### config.mk
export PLATFORM = sky130hd
export DESIGN_NAME = rc_receiver_frame_decoder_top
export DESIGN_NICKNAME = d
export VERILOG_FILES = /design/src/rtl/rcfd_pkg.sv /design/src/rtl/rcfd_front.sv /design/src/rtl/rcfd_queue.sv /design/src/rtl/rcfd_back.sv /design/src/rtl/rc_receiver_frame_decoder_top.sv
export SDC_FILE = /design/constraint.sdc
export NUM_CORES = 1
export LEC_CHECK = 0
export BUFFER_PORTS_ARGS = -buffer_cell sky130_fd_sc_hd__buf_4
export CAP_MARGIN = 5
export CORE_ASPECT_RATIO = 1.75
export CORE_MARGIN = 4
export CORE_UTILIZATION = 40
export DETAILED_ROUTE_END_ITERATION = 16
export GPL_ROUTABILITY_DRIVEN = 0
export HOLD_SLACK_MARGIN = 0.1
export PLACE_DENSITY = 0.7
export SETUP_SLACK_MARGIN = 0.15
export SYNTH_ARGS = -nofsm -noshare
export SYNTH_HDL_FRONTEND = slang
export SYNTH_SLANG_ARGS = --single-unit
### constraint.sdc
create_clock -name i_clk -period 5.7 [get_ports i_clk]
set_clock_uncertainty 0.1 [all_clocks]
set_input_delay 0.855 -clock i_clk [delete_from_list [all_inputs] [get_ports i_clk]]
set_output_delay 0.855 -clock i_clk [all_outputs]
set_load 0.05 [all_outputs]
### src/rtl/rcfd_pkg.sv
// rcfd_pkg: shared types and constants for the remote control frame decoder
// used by rcfd_front, rcfd_queue, rcfd_back and the top level; no dependencies
package rcfd_pkg;

    // frame and field sizes
    localparam int FRAME_BYTES_DEF = 18;
    localparam int CHAN_W          = 11;
    localparam int SW_W            = 2;
    localparam int TICK_W          = 16;
    localparam int QUEUE_DEPTH     = 2;

    localparam logic [CHAN_W-1:0] CHAN_DEFAULT = 11'd1024;
    localparam logic [TICK_W-1:0] TICK_MAX     = 16'hffff;

    // configuration register indexes
    localparam logic [1:0] CFG_CHANNEL_MIN = 2'd0;
    localparam logic [1:0] CFG_CHANNEL_MAX = 2'd1;
    localparam logic [1:0] CFG_TIMEOUT     = 2'd2;

    localparam logic [CHAN_W-1:0] CHANNEL_MIN_RST = 11'd364;
    localparam logic [CHAN_W-1:0] CHANNEL_MAX_RST = 11'd1684;
    localparam logic [TICK_W-1:0] TIMEOUT_RST     = 16'd100;

    // input command codes as seen on the stream
    localparam logic [1:0] CMD_BYTE  = 2'd0;
    localparam logic [1:0] CMD_EOF   = 2'd1;
    localparam logic [1:0] CMD_TICK  = 2'd2;
    localparam logic [1:0] CMD_START = 2'd3;

    // classified operation handed from front to back
    typedef enum logic [1:0] {
        OP_BYTE  = 2'd0,
        OP_EOF   = 2'd1,
        OP_TICK  = 2'd2,
        OP_START = 2'd3
    } t_op;

    // link status, also the back end state machine
    typedef enum logic [1:0] {
        LINK_IDLE    = 2'd0,
        LINK_RUNNING = 2'd1,
        LINK_TIMEOUT = 2'd2,
        LINK_ERROR   = 2'd3
    } t_link;

    typedef struct packed {
        t_op        op;
        logic [7:0] rx_byte;
    } t_item;

    typedef struct packed {
        logic        valid;
        logic [1:0]  index;
        logic [15:0] data;
    } t_cfg_wr;

    typedef struct packed {
        logic [SW_W-1:0]   right_switch;
        logic [SW_W-1:0]   left_switch;
        logic [CHAN_W-1:0] dial_value;
        logic [CHAN_W-1:0] left_y;
        logic [CHAN_W-1:0] left_x;
        logic [CHAN_W-1:0] right_y;
        logic [CHAN_W-1:0] right_x;
        logic              data_valid;
        t_link             link_status;
    } t_result;

endpackage

### src/rtl/rcfd_front.sv
// rcfd_front: accepts stream requests and classifies the command code
// depends on rcfd_pkg
module rcfd_front (
    input  logic                 i_clk,
    input  logic                 i_rst_n,
    input  logic                 i_valid,
    output logic                 o_ready,
    input  logic [1:0]           i_command,
    input  logic [7:0]           i_rx_byte,
    output logic                 o_valid,
    input  logic                 i_ready,
    output rcfd_pkg::t_item      o_item
);
    import rcfd_pkg::*;

    logic  r_valid;
    t_item r_item;
    t_item n_item;

    // command code to operation
    always_comb begin
        n_item.rx_byte = i_rx_byte;
        case (i_command)
            CMD_BYTE:  n_item.op = OP_BYTE;
            CMD_EOF:   n_item.op = OP_EOF;
            CMD_TICK:  n_item.op = OP_TICK;
            CMD_START: n_item.op = OP_START;
            default:   n_item.op = OP_BYTE;
        endcase
    end

    assign o_ready = !r_valid || i_ready;
    assign o_valid = r_valid;
    assign o_item  = r_item;

    // holding register toward the queue
    always_ff @(posedge i_clk) begin
        if (!i_rst_n) begin
            r_valid <= 1'b0;
        end else if (o_ready) begin
            r_valid <= i_valid;
        end
    end

    always_ff @(posedge i_clk) begin
        if (o_ready && i_valid) begin
            r_item <= n_item;
        end
    end

endmodule

### src/rtl/rcfd_queue.sv
// rcfd_queue: short fifo of classified requests between front and back
// depends on rcfd_pkg
module rcfd_queue (
    input  logic            i_clk,
    input  logic            i_rst_n,
    input  logic            i_push,
    output logic            o_ready,
    input  rcfd_pkg::t_item i_item,
    output logic            o_valid,
    input  logic            i_pop,
    output rcfd_pkg::t_item o_item
);
    import rcfd_pkg::*;

    localparam int PTR_W = $clog2(QUEUE_DEPTH);

    t_item              r_mem [QUEUE_DEPTH];
    logic [PTR_W-1:0]   r_wr_ptr;
    logic [PTR_W-1:0]   r_rd_ptr;
    logic [PTR_W:0]     r_count;
    logic               wr_en;
    logic               rd_en;

    assign o_ready = (r_count != (PTR_W+1)'(QUEUE_DEPTH));
    assign o_valid = (r_count != '0);
    assign o_item  = r_mem[r_rd_ptr];
    assign wr_en   = i_push && o_ready;
    assign rd_en   = i_pop && o_valid;

    // pointers and fill count
    always_ff @(posedge i_clk) begin
        if (!i_rst_n) begin
            r_wr_ptr <= '0;
            r_rd_ptr <= '0;
            r_count  <= '0;
        end else begin
            if (wr_en) begin
                r_wr_ptr <= r_wr_ptr + 1'b1;
            end
            if (rd_en) begin
                r_rd_ptr <= r_rd_ptr + 1'b1;
            end
            case ({wr_en, rd_en})
                2'b10:   r_count <= r_count + 1'b1;
                2'b01:   r_count <= r_count - 1'b1;
                default: r_count <= r_count;
            endcase
        end
    end

    // entry storage
    always_ff @(posedge i_clk) begin
        if (wr_en) begin
            r_mem[r_wr_ptr] <= i_item;
        end
    end

endmodule

### src/rtl/rcfd_back.sv
// rcfd_back: frame store, channel unpack and check, link state, tick timer,
// configuration registers and the output register; depends on rcfd_pkg
module rcfd_back #(
    parameter int FRAME_BYTES = rcfd_pkg::FRAME_BYTES_DEF
) (
    input  logic              i_clk,
    input  logic              i_rst_n,
    input  rcfd_pkg::t_cfg_wr i_cfg,
    input  logic              i_valid,
    output logic              o_pop,
    input  rcfd_pkg::t_item   i_item,
    output logic              o_valid,
    input  logic              i_ready,
    output rcfd_pkg::t_result o_result
);
    import rcfd_pkg::*;

    localparam int IDX_W  = $clog2(FRAME_BYTES + 1);
    localparam int ADDR_W = $clog2(FRAME_BYTES);

    // configuration
    logic [CHAN_W-1:0] r_ch_min;
    logic [CHAN_W-1:0] r_ch_max;
    logic [TICK_W-1:0] r_timeout;

    // datapath state
    logic [7:0]        r_store [FRAME_BYTES];
    logic [IDX_W-1:0]  r_idx;
    logic [IDX_W-1:0]  n_idx;
    t_link             r_link;
    t_link             n_link;
    logic [TICK_W-1:0] r_elapsed;
    logic [TICK_W-1:0] n_elapsed;
    logic [CHAN_W-1:0] r_ch [5];
    logic [CHAN_W-1:0] n_ch [5];
    logic [SW_W-1:0]   r_sw_left;
    logic [SW_W-1:0]   r_sw_right;
    logic [SW_W-1:0]   n_sw_left;
    logic [SW_W-1:0]   n_sw_right;

    logic              r_out_valid;
    t_result           r_out;
    t_result           n_out;

    logic              step;
    logic              store_wr;
    logic              started;
    logic              frame_good;
    logic [CHAN_W-1:0] dec_ch [5];
    logic [TICK_W-1:0] tick_inc;
    logic              tick_over;

    assign step    = i_valid && (!r_out_valid || i_ready);
    assign o_pop   = step;
    assign started = (r_link != LINK_IDLE);

    // unpack the five channels from the stored bytes
    always_comb begin
        dec_ch[0] = {r_store[1][2:0], r_store[0]};
        dec_ch[1] = {r_store[2][5:0], r_store[1][7:3]};
        dec_ch[2] = {r_store[4][0], r_store[3], r_store[2][7:6]};
        dec_ch[3] = {r_store[5][3:0], r_store[4][7:1]};
        dec_ch[4] = {r_store[17][2:0], r_store[16]};
    end

    // inclusive window check on every channel
    always_comb begin
        frame_good = 1'b1;
        for (int k = 0; k < 5; k++) begin
            if (dec_ch[k] < r_ch_min || dec_ch[k] > r_ch_max) begin
                frame_good = 1'b0;
            end
        end
    end

    // saturating tick count and timeout compare
    assign tick_inc  = (r_elapsed != TICK_MAX) ? r_elapsed + 1'b1 : r_elapsed;
    assign tick_over = (tick_inc > r_timeout);

    // next link state
    always_comb begin
        n_link = r_link;
        case (i_item.op)
            OP_BYTE: n_link = r_link;
            OP_EOF: begin
                if (started) begin
                    n_link = frame_good ? LINK_RUNNING : LINK_ERROR;
                end
            end
            OP_TICK: begin
                if (started && tick_over) begin
                    n_link = LINK_TIMEOUT;
                end
            end
            OP_START: n_link = LINK_RUNNING;
            default:  n_link = r_link;
        endcase
    end

    // datapath next values driven by the operation
    always_comb begin
        n_idx      = r_idx;
        n_elapsed  = r_elapsed;
        n_sw_left  = r_sw_left;
        n_sw_right = r_sw_right;
        store_wr   = 1'b0;
        for (int k = 0; k < 5; k++) begin
            n_ch[k] = r_ch[k];
        end
        case (i_item.op)
            OP_BYTE: begin
                if (started && r_idx < IDX_W'(FRAME_BYTES)) begin
                    store_wr = 1'b1;
                    n_idx    = r_idx + 1'b1;
                end
            end
            OP_EOF: begin
                if (started) begin
                    n_idx = '0;
                    if (frame_good) begin
                        for (int k = 0; k < 5; k++) begin
                            n_ch[k] = dec_ch[k];
                        end
                        n_sw_left  = r_store[5][7:6];
                        n_sw_right = r_store[5][5:4];
                        n_elapsed  = '0;
                    end else begin
                        for (int k = 0; k < 5; k++) begin
                            n_ch[k] = CHAN_DEFAULT;
                        end
                        n_sw_left  = '0;
                        n_sw_right = '0;
                    end
                end
            end
            OP_TICK: begin
                n_elapsed = tick_inc;
                if (started && tick_over) begin
                    for (int k = 0; k < 5; k++) begin
                        n_ch[k] = CHAN_DEFAULT;
                    end
                    n_sw_left  = '0;
                    n_sw_right = '0;
                    n_idx      = '0;
                end
            end
            OP_START: n_idx = '0;
            default:  n_idx = r_idx;
        endcase
    end

    // result fields from the state after the request
    always_comb begin
        n_out.link_status  = n_link;
        n_out.data_valid   = (n_link == LINK_RUNNING);
        n_out.right_x      = n_ch[0];
        n_out.right_y      = n_ch[1];
        n_out.left_x       = n_ch[2];
        n_out.left_y       = n_ch[3];
        n_out.dial_value   = n_ch[4];
        n_out.left_switch  = n_sw_left;
        n_out.right_switch = n_sw_right;
    end

    // configuration registers
    always_ff @(posedge i_clk) begin
        if (!i_rst_n) begin
            r_ch_min  <= CHANNEL_MIN_RST;
            r_ch_max  <= CHANNEL_MAX_RST;
            r_timeout <= TIMEOUT_RST;
        end else if (i_cfg.valid) begin
            case (i_cfg.index)
                CFG_CHANNEL_MIN: r_ch_min  <= i_cfg.data[CHAN_W-1:0];
                CFG_CHANNEL_MAX: r_ch_max  <= i_cfg.data[CHAN_W-1:0];
                CFG_TIMEOUT:     r_timeout <= i_cfg.data;
                default:         r_timeout <= r_timeout;
            endcase
        end
    end

    // frame store, written one byte per data request
    always_ff @(posedge i_clk) begin
        if (!i_rst_n) begin
            for (int k = 0; k < FRAME_BYTES; k++) begin
                r_store[k] <= '0;
            end
        end else if (step && store_wr) begin
            r_store[r_idx[ADDR_W-1:0]] <= i_item.rx_byte;
        end
    end

    // link state and decoded data
    always_ff @(posedge i_clk) begin
        if (!i_rst_n) begin
            r_link     <= LINK_IDLE;
            r_idx      <= '0;
            r_elapsed  <= '0;
            r_sw_left  <= '0;
            r_sw_right <= '0;
            for (int k = 0; k < 5; k++) begin
                r_ch[k] <= CHAN_DEFAULT;
            end
        end else if (step) begin
            r_link     <= n_link;
            r_idx      <= n_idx;
            r_elapsed  <= n_elapsed;
            r_sw_left  <= n_sw_left;
            r_sw_right <= n_sw_right;
            for (int k = 0; k < 5; k++) begin
                r_ch[k] <= n_ch[k];
            end
        end
    end

    // output register
    always_ff @(posedge i_clk) begin
        if (!i_rst_n) begin
            r_out_valid <= 1'b0;
        end else if (!r_out_valid || i_ready) begin
            r_out_valid <= i_valid;
        end
    end

    always_ff @(posedge i_clk) begin
        if (step) begin
            r_out <= n_out;
        end
    end

    assign o_valid  = r_out_valid;
    assign o_result = r_out;

endmodule

### src/rtl/rc_receiver_frame_decoder_top.sv
// rc_receiver_frame_decoder_top: stream ports, front, queue and back end
// depends on rcfd_pkg, rcfd_front, rcfd_queue, rcfd_back
//
// Usage:
//   Slave stream carries one request per transfer: tuser holds the command
//   (data byte, end of frame, tick, start) and tdata the received byte.
//   Master stream returns exactly one result per request, in order: tuser
//   holds link status and data valid, tdata the five channels and switches.
//   A separate write channel (index, data) sets channel_min, channel_max
//   and timeout_ticks; it is always ready and is meant for idle periods.
//   A request passes the front register, the queue and the back end output
//   register, in that order, before its result is offered on the master
//   stream. Throughput: one request per cycle sustained while the master
//   stream takes results; the frame unpack and the five window compares
//   are combinational in the back end.
//   Reset clears the queue, the frame store, link state (not started),
//   tick count and the channels to 1024, switches to 0.
//   When the master side stalls, the output register holds, the back end
//   stops, the queue then the front register fill, then slave tready drops.
module rc_receiver_frame_decoder_top #(
    parameter int FRAME_BYTES = rcfd_pkg::FRAME_BYTES_DEF
) (
    input  logic        i_clk,
    input  logic        i_rst_n,
    input  logic        i_s_tvalid,
    output logic        o_s_tready,
    input  logic [7:0]  i_s_tdata,   // [7:0] rx_byte
    input  logic [1:0]  i_s_tuser,   // [1:0] command
    output logic        o_m_tvalid,
    input  logic        i_m_tready,
    // [10:0] right_x, [21:11] right_y, [32:22] left_x, [43:33] left_y,
    // [54:44] dial_value, [56:55] left_switch, [58:57] right_switch, rest 0
    output logic [63:0] o_m_tdata,
    output logic [2:0]  o_m_tuser,   // [1:0] link_status, [2] data_valid
    input  logic        i_cfg_valid,
    output logic        o_cfg_ready,
    input  logic [1:0]  i_cfg_addr,
    input  logic [15:0] i_cfg_data
);
    import rcfd_pkg::*;

    logic     fr_valid;
    logic     q_ready;
    t_item    fr_item;
    logic     q_valid;
    logic     q_pop;
    t_item    q_item;
    t_cfg_wr  cfg_wr;
    t_result  res;

    assign o_cfg_ready  = 1'b1;
    assign cfg_wr.valid = i_cfg_valid;
    assign cfg_wr.index = i_cfg_addr;
    assign cfg_wr.data  = i_cfg_data;

    rcfd_front u_front (
        .i_clk     (i_clk),
        .i_rst_n   (i_rst_n),
        .i_valid   (i_s_tvalid),
        .o_ready   (o_s_tready),
        .i_command (i_s_tuser),
        .i_rx_byte (i_s_tdata),
        .o_valid   (fr_valid),
        .i_ready   (q_ready),
        .o_item    (fr_item)
    );

    rcfd_queue u_queue (
        .i_clk   (i_clk),
        .i_rst_n (i_rst_n),
        .i_push  (fr_valid),
        .o_ready (q_ready),
        .i_item  (fr_item),
        .o_valid (q_valid),
        .i_pop   (q_pop),
        .o_item  (q_item)
    );

    rcfd_back #(
        .FRAME_BYTES (FRAME_BYTES)
    ) u_back (
        .i_clk    (i_clk),
        .i_rst_n  (i_rst_n),
        .i_cfg    (cfg_wr),
        .i_valid  (q_valid),
        .o_pop    (q_pop),
        .i_item   (q_item),
        .o_valid  (o_m_tvalid),
        .i_ready  (i_m_tready),
        .o_result (res)
    );

    // pack result fields onto the master stream
    assign o_m_tuser = {res.data_valid, res.link_status};
    assign o_m_tdata = {5'd0, res.right_switch, res.left_switch, res.dial_value,
                        res.left_y, res.left_x, res.right_y, res.right_x};

endmodule
# --- Word-level counts from Yosys, hierarchy flattened ---
# Memory sizes are Yosys's and may differ from the RTL's. A register that Yosys moved wholly into a read port is not among the register bits.
# Index checks and enable logic that the tools add are counted.
word_totals:
  n_memories: 3
  input_bits: 33
  reg_bits: 143
  mem_bits_rw: 219
  word_cells: 148
classes:
  n_lt_le_gt_ge: 12
  n_addsub: 6
  n_reduce_logical: 29
  eq_ne: 17
  n_bitwise: 5
  mux: 52
mem_list:
  columns: ["name", "words", "width", "read_ports", "rd_clocked_by_memory_dff", "write_ports", "line", "rtl"]
  rows:
  - ["u_back.r_store", 18, 8, 8, 0, 18, "rcfd_back.sv:27", "logic [7:0] r_store [FRAME_BYTES];"]
  - ["u_back.r_ch", 5, 11, 5, 0, 5, "rcfd_back.sv:34", "logic [CHAN_W-1:0] r_ch [5];"]
  - ["u_queue.r_mem", 2, 10, 1, 1, 1, "rcfd_queue.sv:17", "t_item r_mem [QUEUE_DEPTH];"]
op_table:
  columns: ["cell", "count"]
  rows:
  - ["55-bit 2-to-1 mux", 3]
  - ["55-bit one-hot mux with 2 select lines", 1]
  - ["11-bit > comparator", 5]
  - ["11-bit < comparator", 5]
  - ["11-bit 2-to-1 mux", 5]
  - ["16-bit 2-to-1 mux", 3]
  - ["16-bit one-hot mux with 2 select lines", 1]
  - ["5-bit 2-to-1 mux", 4]
  - ["5-bit one-hot mux with 4 select lines", 1]
  - ["1-bit 2-to-1 mux", 19]
  - ["2-bit 2-to-1 mux", 9]
  - ["16-bit by 1-bit adder with 16-bit output (second input constant)", 1]
  - ["16-bit > comparator", 1]
  - ["16-bit inequality test (second input constant)", 1]
  - ["2-bit one-hot mux with 4 select lines", 2]
  - ["2-bit equality test (second input constant)", 6]
  - ["2-bit one-hot mux with 2 select lines", 3]
  - ["2-bit by 1-bit equality test with 1-bit output (second input constant)", 5]
  - ["8-bit 2-to-1 mux", 1]
  - ["2-bit by 1-bit inequality test with 1-bit output (second input constant)", 4]
  - ["4-bit AND reduction", 2]
  - ["2-bit nonzero test", 4]
  - ["8-bit OR reduction", 1]
  - ["1-bit logical AND", 7]
  - ["other kinds (11)", 27]

# --- Logic depth before layout (Yosys ltp) ---
# Gate-level depths: netlist of run 1.
# An unclocked memory read counts as a cell.
depth:
  depth_word: 12
  mapped_depth: 18

# --- Hierarchy ---
# Synthesis of run 1 repeated with hierarchy kept, for this count alone.
hier_totals:
  cells_unflattened: 1262
  hier_area_um2: 14216.1
modules_own_cells:
  columns: ["module", "instances", "cells_each", "area_each_um2"]
  rows:
  - ["rcfd_back", 1, 1181, 12853.6]
  - ["rcfd_queue", 1, 56, 944.7]
  - ["rcfd_front", 1, 17, 365.4]
  - ["rc_receiver_frame_decoder_top", 1, 8, 52.6]

# --- Worst setup path before layout of run 1 ---
# No wires, ideal clock.
synth_path:
  path_type: "input -> register"
  from: "in i_m_tready"
  to: "mem u_back.r_store[3][0] (enable)"
  n_path_buf: 1
  cell_stages: 8
  arrival_ps: 5396
  setup_slack_ps: -126
  required_time_ps: 5270
  cell_sequence: "nor2b_1 > nor2_1 > nand2_1 > nor2_1 > and3b_1 > clkbuf_1 > nand3_1 > nand2_1"
synth_lines:
  columns: ["element", "line", "rtl"]
  rows:
  - ["from (decl)", "rc_receiver_frame_decoder_top.sv:30", "input logic i_m_tready,"]
  - ["to (decl)", "rcfd_back.sv:27", null]

==> implementation parameters, run 1 <==
Parameter                              Value

Yosys
  Number of enable flip-flop cells after synthesis ... about 210
  Proportion of register bits with asynchronous set or reset after synthesis ... 0
  Count of yosys warnings during synthesis ... 0
  Gate count of the mapped netlist ... about 1300
  Mapped cell area ... ~0.014 mm²
  Post-Syn Area per Cell ... around 11 µm²
  Library cells used by synthesis ... between 70 and 80
  Part of the Yosys area used for sequential elements ... 0.538
  Number of synthesized register bits ... approximately 280
  Predominant post-synthesis flop cell ... edfxtp_1

Die
  Die Y-Extent ... between 200 and 300 µm
  X dimension of the die ... about 150 µm
  Top-Level Pins ... approximately 100
  Area of the core region ... around 0.035 mm²
  Effective utilization at floorplan ... 0.403
  Std cell rows ... 91
  Die Area ... roughly 0.039 mm²

Detailed routing
  Vias per std cell ... between 5 and 6
  Final antenna-violating net count ... 0
  Routed wire length ... approximately 34000 µm
  Number of iterations in the first detailed-routing pass ... 5
  Vias post-DR ... around 10000
  Number of violations reported at the end of detailed-routing iteration 0 ... between 600 and 700
  DR WL/cell ... 18.9 µm
  DRC viols ... 0

Hold path
  Hold Path Stages ... 0
  Classification of the worst-slack hold path ... reg2reg
  Start point of the worst min-delay path ... u_front.o_item[7]$_DFFE_PP_
  Endpoint, Worst Hold ... u_queue.r_mem[1][7]$_DFFE_PP_

Critical path
  CP Capture Type ... register
  Maximum fanout along the worst path ... 55
  Cell count of the worst reg-to-reg path ... 16
  Reg2Reg Capture Point ... u_back.r_ch[0][16]$_SDFFCE_PN0P_
  Data arrival at the endpoint of the critical path ... approximately 5.2 ns
  Type of the worst setup path ... reg2reg
  Required arrival time at the worst endpoint ... roughly 6 ns
  R2r startpoint ... u_back.r_elapsed[4]$_SDFFE_PN0P_
  Kind of launch point of the worst setup path ... register
  Slack of the worst reg-to-reg path ... between 0.7 and 0.8 ns

Clock network
  CTS Root Buffer Type ... clkbuf_16
  TritonCTS Buffers ... 23
  Number of buffers on the longest clock path ... 3
  Count of hold buffers inserted by post-cts repair ... 0
  Sink Count ... between 200 and 300
  Number of setup buffers added after CTS ... 0
  Worst-skew pair later-pin latency ... roughly 0.54 ns
  Clock tree from TritonCTS ... built
  H-Tree Depth ... 1
  Post-CTS clock slew at the launch and capture registers of the worst setup and hold paths ... 0.07 ns
  Number of resized instances in the post-cts repair step ... 0

Power and ir drop
  P_int ... approximately 4400 µW
  Clock share of power ... 0.257
  Leak pwr ... 0.00634 µW
  Portion of total power attributed to sequential cells ... 0.436
  Power dissipated by switching net loads ... roughly 2400 µW
  Worst IR Drop VDD ... between 200 and 250 µV
  Combinational share of power ... 0.307
  Cell area power density ... around 420 mW/mm²
  Post-layout power ... about 6800 µW
  Fraction of power spent switching nets ... 0.356

Final layout
  Final std cells w/o fill ... around 1800
  Number of antenna repair diodes ... 0
  Nets ... about 1500
  Relative area change from synthesis to final layout ... 13.8%
  Most used cells in the layout excluding fill and tap cells ... edfxtp_1 (206), nand2_1 (150), ha_1 (129)
  FF/Latch Area ... around 0.0076 mm²
  Post-layout utilization of the core ... 0.458
  Ratio of cells with drive above 1 in the final layout ... 0.127
  Multi-input gate area in the final layout ... ~0.006 mm²
  Most common library cell in the layout ignoring fill and taps ... edfxtp_1
  Filler Cells Inserted ... ~3200

Global routing
  Largest net degree at the start of global routing ... between 60 and 70
  Total global routing overflow ... 0
  Total track usage ... 0.175
  Initial antenna violation count ... 0
  Via count of the first global-routing pass ... around 10000
  Wire length of the first global-routing pass ... 53800 µm

STA
  Setup repair after global routing missed its margin ... no
  Slew of the pin with the lowest slew margin ... ~0.88 ns
  Shortest clock period the worst path allows after layout ... about 5 ns
  Maximum operating frequency ... roughly 200 MHz
  Number of failing setup endpoints in the final timing report ... 0
  Setup TNS ... 0 ns
  Worst slew margin relative to its limit ... 0.414
  Hold violation count in the final report ... 0
  Period utilisation layout ... 0.863
  Worst setup slack after layout ... a little under 0.8 ns
  Total count of max-transition violations in the final report ... 0

Placed design
  Number of buffers inserted by port buffering ... between 90 and 100
  HPWL Detailed ... between 20000 and 30000 µm
  Pre-CTS setup slack ... between 0.8 and 0.9 ns
  Cell count after placement ... 1771

Job
  Max-cap violation count ... 0

Outcome
  Outcome ... complete, no violations
sequential cells by signal, summed over array words and instances (netlist names), 2 cells and up, named ones only:
name,flops
u_back.r_ch,55
u_queue.r_count,2
u_back.r_link,2
u_back.r_idx,5
u_back.r_ch_max,11
u_back.r_elapsed,16
u_back.r_sw_right,2
u_back.r_sw_left,2
u_back.o_result,62
u_queue.r_mem,20
u_back.r_store,59
u_front.o_item,10
u_back.r_ch_min,11
u_back.r_timeout,16
metrics by stage:
step | instance area [µm²] | hold WS (ns)
after CTS | 16100 | 0.350
after global placement | 15300 | 0.325
final | 16100 | 0.348
after floorplan | 14200 | 0.321
after global routing | 16100 | 0.358
after detailed placement | 15300 | 0.334
per-layer routing:
metal | routed length (µm) | track usage | up-vias | part of all wire
met2 | 17900 | 0.321 | 323 | 0.52
met3 | 1430 | 0.0183 | 115 | 0.042
li1 | - | - | 4848 | -
met5 | 0 | 0 | - | 0
met4 | 2420 | 0.111 | 0 | 0.071
met1 | 12600 | 0.187 | 4859 | 0.37
how the worst max path moves through the flow:
stage | cells after the start | end | slack, ns | startpoint
floorplan | 2 | u_back.r_ch[0][0]$_SDFFCE_PN0P_ | 0.23 | i_m_tready
global placement | 16 | u_back.r_ch[0][51]$_SDFFCE_PN0P_ | 0.93 | u_back.r_elapsed[4]$_SDFFE_PN0P_
detailed placement | 17 | u_back.r_ch[0][51]$_SDFFCE_PN0P_ | 0.80 | u_back.r_elapsed[0]$_SDFFE_PN0P_
CTS | 17 | u_back.r_ch[0][51]$_SDFFCE_PN0P_ | 0.78 | u_back.r_elapsed[0]$_SDFFE_PN0P_
global route | 17 | u_back.r_ch[0][51]$_SDFFCE_PN0P_ | 0.35 | u_back.r_elapsed[0]$_SDFFE_PN0P_
finish | 16 | u_back.r_ch[0][16]$_SDFFCE_PN0P_ | 0.78 | u_back.r_elapsed[4]$_SDFFE_PN0P_
kinds of logic after synthesis:
logic type / share of synthesized area
muxes: 0.0156
adders and majority gates: 0.114
DFF: 0.538
buffers and inverters: 0.0376
other: 0.000530
xor gates and xnor gates: 0.00865
and+or+nand+nor: 0.126
AOI/OAI and AO/OA: 0.160
power by group through the flow:
stage          clock network (µW)  registers [µW]  logic (µW)
2_1_floorplan                   0            3750         702
3_3_place_gp                    0            2990        2070
3_5_place_dp                    0            2990        2090
4_1_cts                      1770            2950        2100
5_1_grt                      1850            3000        2210
6_report                     1740            2950        2070
area by class of cell:
class	instances	area share
inverter	60	0.0140
sequential	278	0.473
timing repair buffer	104	0.0496
clock inverter	15	0.0118
multi-input combinational	865	0.376
tap	465	0.0361
clock buffer	27	0.0399
critical path, cell delays in order (launching register included):
cell	delay, ns
dfxtp_1	0.47
nand4_2	0.20
nor4_2	0.39
and4_1	0.28
and2_1	0.25
mux2_2	0.41
ha_1	0.30
nor2b_1	0.13
o211ai_1	0.16
a21oi_1	0.08
o21ai_0	0.20
a211oi_2	0.19
o211ai_4	0.20
buf_4	0.52
and2_1	0.21
buf_4	0.45
a22o_1	0.22
synthesized netlist by cell type, types with 6 or more instances:
master    count  share of area
inv_1        59          0.016
nor2b_1       9         0.0040
nor2_1      104          0.028
buf_4         6         0.0032
mux2_2        9         0.0071
a21o_1       17         0.0090
dfxtp_1      72           0.10
clkbuf_1     28         0.0074
nand2_1     150          0.040
nand3_1      31          0.011
a21oi_1      76          0.027
xnor2_1       9         0.0056
o221ai_1      6         0.0037
nand3b_1     10         0.0053
edfxtp_1    206           0.44
o21ai_0      39          0.014
mux2i_1      12         0.0085
buf_6         6         0.0048
a211oi_1      9         0.0048
nand4_1      17         0.0075
a22o_1      108          0.067
buf_2        14         0.0049
and3_1       19         0.0084
o211ai_1     17         0.0090
ha_1        129           0.11
No activity file was read; power rests on OpenSTA's default activity.
==> inputs of run 2 (changes only) <==
- CTS_CLUSTER_SIZE: unset -> 28
- REMOVE_ABC_BUFFERS: unset -> 1
==> implementation parameters, run 2 (synthesized netlist as in run 1, its figures left out) <==
Parameter                              Value

Detailed routing
  Final antenna-violating net count ... 0 (unchanged)
  Routed wire length ... 36500 µm (was 34300 µm)
  DR WL/cell ... 20.1 µm (was 18.9 µm)
  Vias post-DR ... 10200 (was 10100)
  Number of iterations in the first detailed-routing pass ... 7 (was 5)
  Number of violations reported at the end of detailed-routing iteration 0 ... 780 (was 649)
  DRC viols ... 0 (unchanged)
  Vias per std cell ... 5.60 (was 5.59)

Global routing
  GR peak layer ... met2 (unchanged)
  Via count of the first global-routing pass ... 10400 (was 9964)
  Met1 capacity usage during global routing ... 0.192 (was 0.187)
  Grt met2 use ... 0.350 (was 0.321)
  Global-route track usage on met3 ... 0.0238 (was 0.0183)
  Total global routing overflow ... 0 (unchanged)
  Largest net degree at the start of global routing ... 56 (was 69)
  Wire length of the first global-routing pass ... 56500 µm (was 53800 µm)
  Total track usage ... 0.186 (was 0.175)
  Initial antenna violation count ... 0 (unchanged)

Critical path
  Type of the worst setup path ... reg2reg (unchanged)
  R2r startpoint ... u_back.r_elapsed[0]$_SDFFE_PN0P_ (was u_back.r_elapsed[4]$_SDFFE_PN0P_)
  Data arrival at the endpoint of the critical path ... 4.72 ns (was 5.21 ns)
  Maximum fanout along the worst path ... 10 (was 55)
  CP Capture Type ... register (unchanged)
  Kind of launch point of the worst setup path ... register (unchanged)
  Required arrival time at the worst endpoint ... 5.85 ns (was 5.99 ns)
  First element of the critical path ... u_back.r_elapsed[0]$_SDFFE_PN0P_ (was u_back.r_elapsed[4]$_SDFFE_PN0P_)

Power and ir drop
  Power dissipated by switching net loads ... 2440 µW (was 2410 µW)
  Leak pwr ... 0.00633 µW (was 0.00634 µW)
  Clock share of power ... 0.256 (was 0.257)
  Post-layout power ... 6800 µW (was 6760 µW)
  Cell area power density ... 422 mW/mm² (was 419 mW/mm²)
  P_int ... 4350 µW (about the same)
  Worst IR Drop VDD ... 238 µV (was 205 µV)
  Fraction of power spent switching nets ... 0.360 (was 0.356)
  Combinational share of power ... 0.306 (was 0.307)
  Portion of total power attributed to sequential cells ... 0.438 (was 0.436)

Job
  Max-cap violation count ... 0 (unchanged)

STA
  Total count of max-transition violations in the final report ... 0 (unchanged)
  Setup repair after global routing missed its margin ... no (unchanged)
  Hold violation count in the final report ... 0 (unchanged)
  Period utilisation layout ... 0.803 (was 0.863)
  Slew of the pin with the lowest slew margin ... 0.914 ns (was 0.879 ns)
  Worst slew margin relative to its limit ... 0.389 (was 0.414)
  Shortest clock period the worst path allows after layout ... 4.58 ns (was 4.92 ns)
  Number of failing setup endpoints in the final timing report ... 0 (unchanged)
  Maximum operating frequency ... 218 MHz (was 203 MHz)
  Worst setup slack after layout ... 1.12 ns (was 0.780 ns)
  Setup TNS ... 0 ns (unchanged)

Clock network
  Number of resized instances in the post-cts repair step ... 0 (unchanged)
  TritonCTS Buffers ... 25 (was 23)
  H-Tree Depth ... 1 (unchanged)
  CTS Root Buffer Type ... clkbuf_16 (unchanged)
  Sink Count ... 278 (unchanged)
  Count of hold buffers inserted by post-cts repair ... 0 (unchanged)
  Number of buffers on the longest clock path ... 3 (unchanged)
  Clock tree from TritonCTS ... built (unchanged)
  Worst-skew pair later-pin latency ... 0.55 ns (was 0.54 ns)
  Post-CTS clock slew at the launch and capture registers of the worst setup and hold paths ... 0.07 ns (about the same)
  Number of setup buffers added after CTS ... 0 (unchanged)

Placed design
  HPWL Detailed ... 27000 µm (was 25700 µm)
  Area after detailed placement ... 0.0153 mm² (about the same)
  Number of buffers inserted by port buffering ... 96 (unchanged)
  Pre-CTS setup slack ... 1.23 ns (was 0.803 ns)

Die
  Die Y-Extent ... 257 µm (unchanged)
  Die Area ... 0.0386 mm² (unchanged)
  Top-Level Pins ... 103 (unchanged)
  Effective utilization at floorplan ... 0.403 (unchanged)
  X dimension of the die ... 150 µm (unchanged)
  Std cell rows ... 91 (unchanged)
  Area of the core region ... 0.0352 mm² (unchanged)

Final layout
  Nets ... 1497 (was 1494)
  Most common library cell in the layout ignoring fill and taps ... edfxtp_1 (unchanged)
  Number of antenna repair diodes ... 0 (unchanged)
  Largest register FFs ... 62 (unchanged)
  Ratio of cells with drive above 1 in the final layout ... 0.123 (was 0.127)
  Most used cells in the layout excluding fill and tap cells ... edfxtp_1 (206), nand2_1 (150), ha_1 (129) (unchanged)
  Relative area change from synthesis to final layout ... 13.6% (was 13.8%)
  Post-route cell area ... 0.0161 mm² (about the same)

Outcome
  Outcome ... complete, no violations (unchanged)

Hold path
  Start point of the worst min-delay path ... u_front.o_item[9]$_DFFE_PP_ (was u_front.o_item[7]$_DFFE_PP_)
  Classification of the worst-slack hold path ... reg2reg (unchanged)
-- run 2: cell types whose count changed in the layout (fill, tap and decap cells not counted), sizes merged --
cell      change
clkinvlp      -1
clkbuf        +7
clkinv        -1
buf           +1
inv           -1
-- run 2: worst max-delay path, stage by stage (launching register included) --
cell      delay, ns
dfxtp_1        0.43
ha_1           0.29
nand2_1        0.14
nor4_1         0.38
a21oi_1        0.32
and3_1         0.31
xor2_1         0.16
ha_1           0.30
a21o_1         0.16
nand3_1        0.07
a21oi_1        0.06
a211oi_1       0.33
a211oi_2       0.24
and3_1         0.24
a31oi_1        0.54
nand2_1        0.21
-- run 2: final timing paths --
check	endpoint	slack (ns)	cells past startpoint
setup reg to reg	u_back.o_result[46]$_DFFE_PP_	1.12	15
hold reg to reg	u_queue.r_mem[0][9]$_DFFE_PP_	0.34	0
setup / recovery	u_back.o_result[46]$_DFFE_PP_	1.12	15
hold / removal	u_queue.r_mem[0][9]$_DFFE_PP_	0.34	0
-- run 2: per-stage QoR --
stage | std cells | util | hold slack [ns]
floorplan | 1203 | - | 0.321
global placement | 1773 | 0.434 | 0.324
detailed placement | 1773 | 0.434 | 0.329
CTS | 1819 | 0.458 | 0.344
global route | 1819 | 0.458 | 0.367
finish | 1819 | 0.458 | 0.344
-- run 2: power groups by stage --
| stage | combinational (µW) | clock, µW | sequential, µW |
|---|---|---|---|
| global route | 2210 | 1840 | 3020 |
| global placement | 2060 | 0 | 3020 |
| finish | 2080 | 1740 | 2980 |
| detailed placement | 2100 | 0 | 3020 |
| floorplan | 662 | 0 | 3770 |
| CTS | 2100 | 1770 | 2980 |
-- run 2: cell type report --
cell class	instances	area, µm²
clock buffer	34	659
clock inverter	12	164
fill	3152	19100
inverter	60	225
multi-input combinational	865	6060
sequential	278	7630
tap	465	582
timing repair buffer	105	788
-- run 2: layer usage --
layer / vias to the layer above / wire, µm
met5: - / 0
met4: 0 / 2460
met3: 126 / 1530
met2: 322 / 19700
met1: 4895 / 12800
li1: 4850 / -
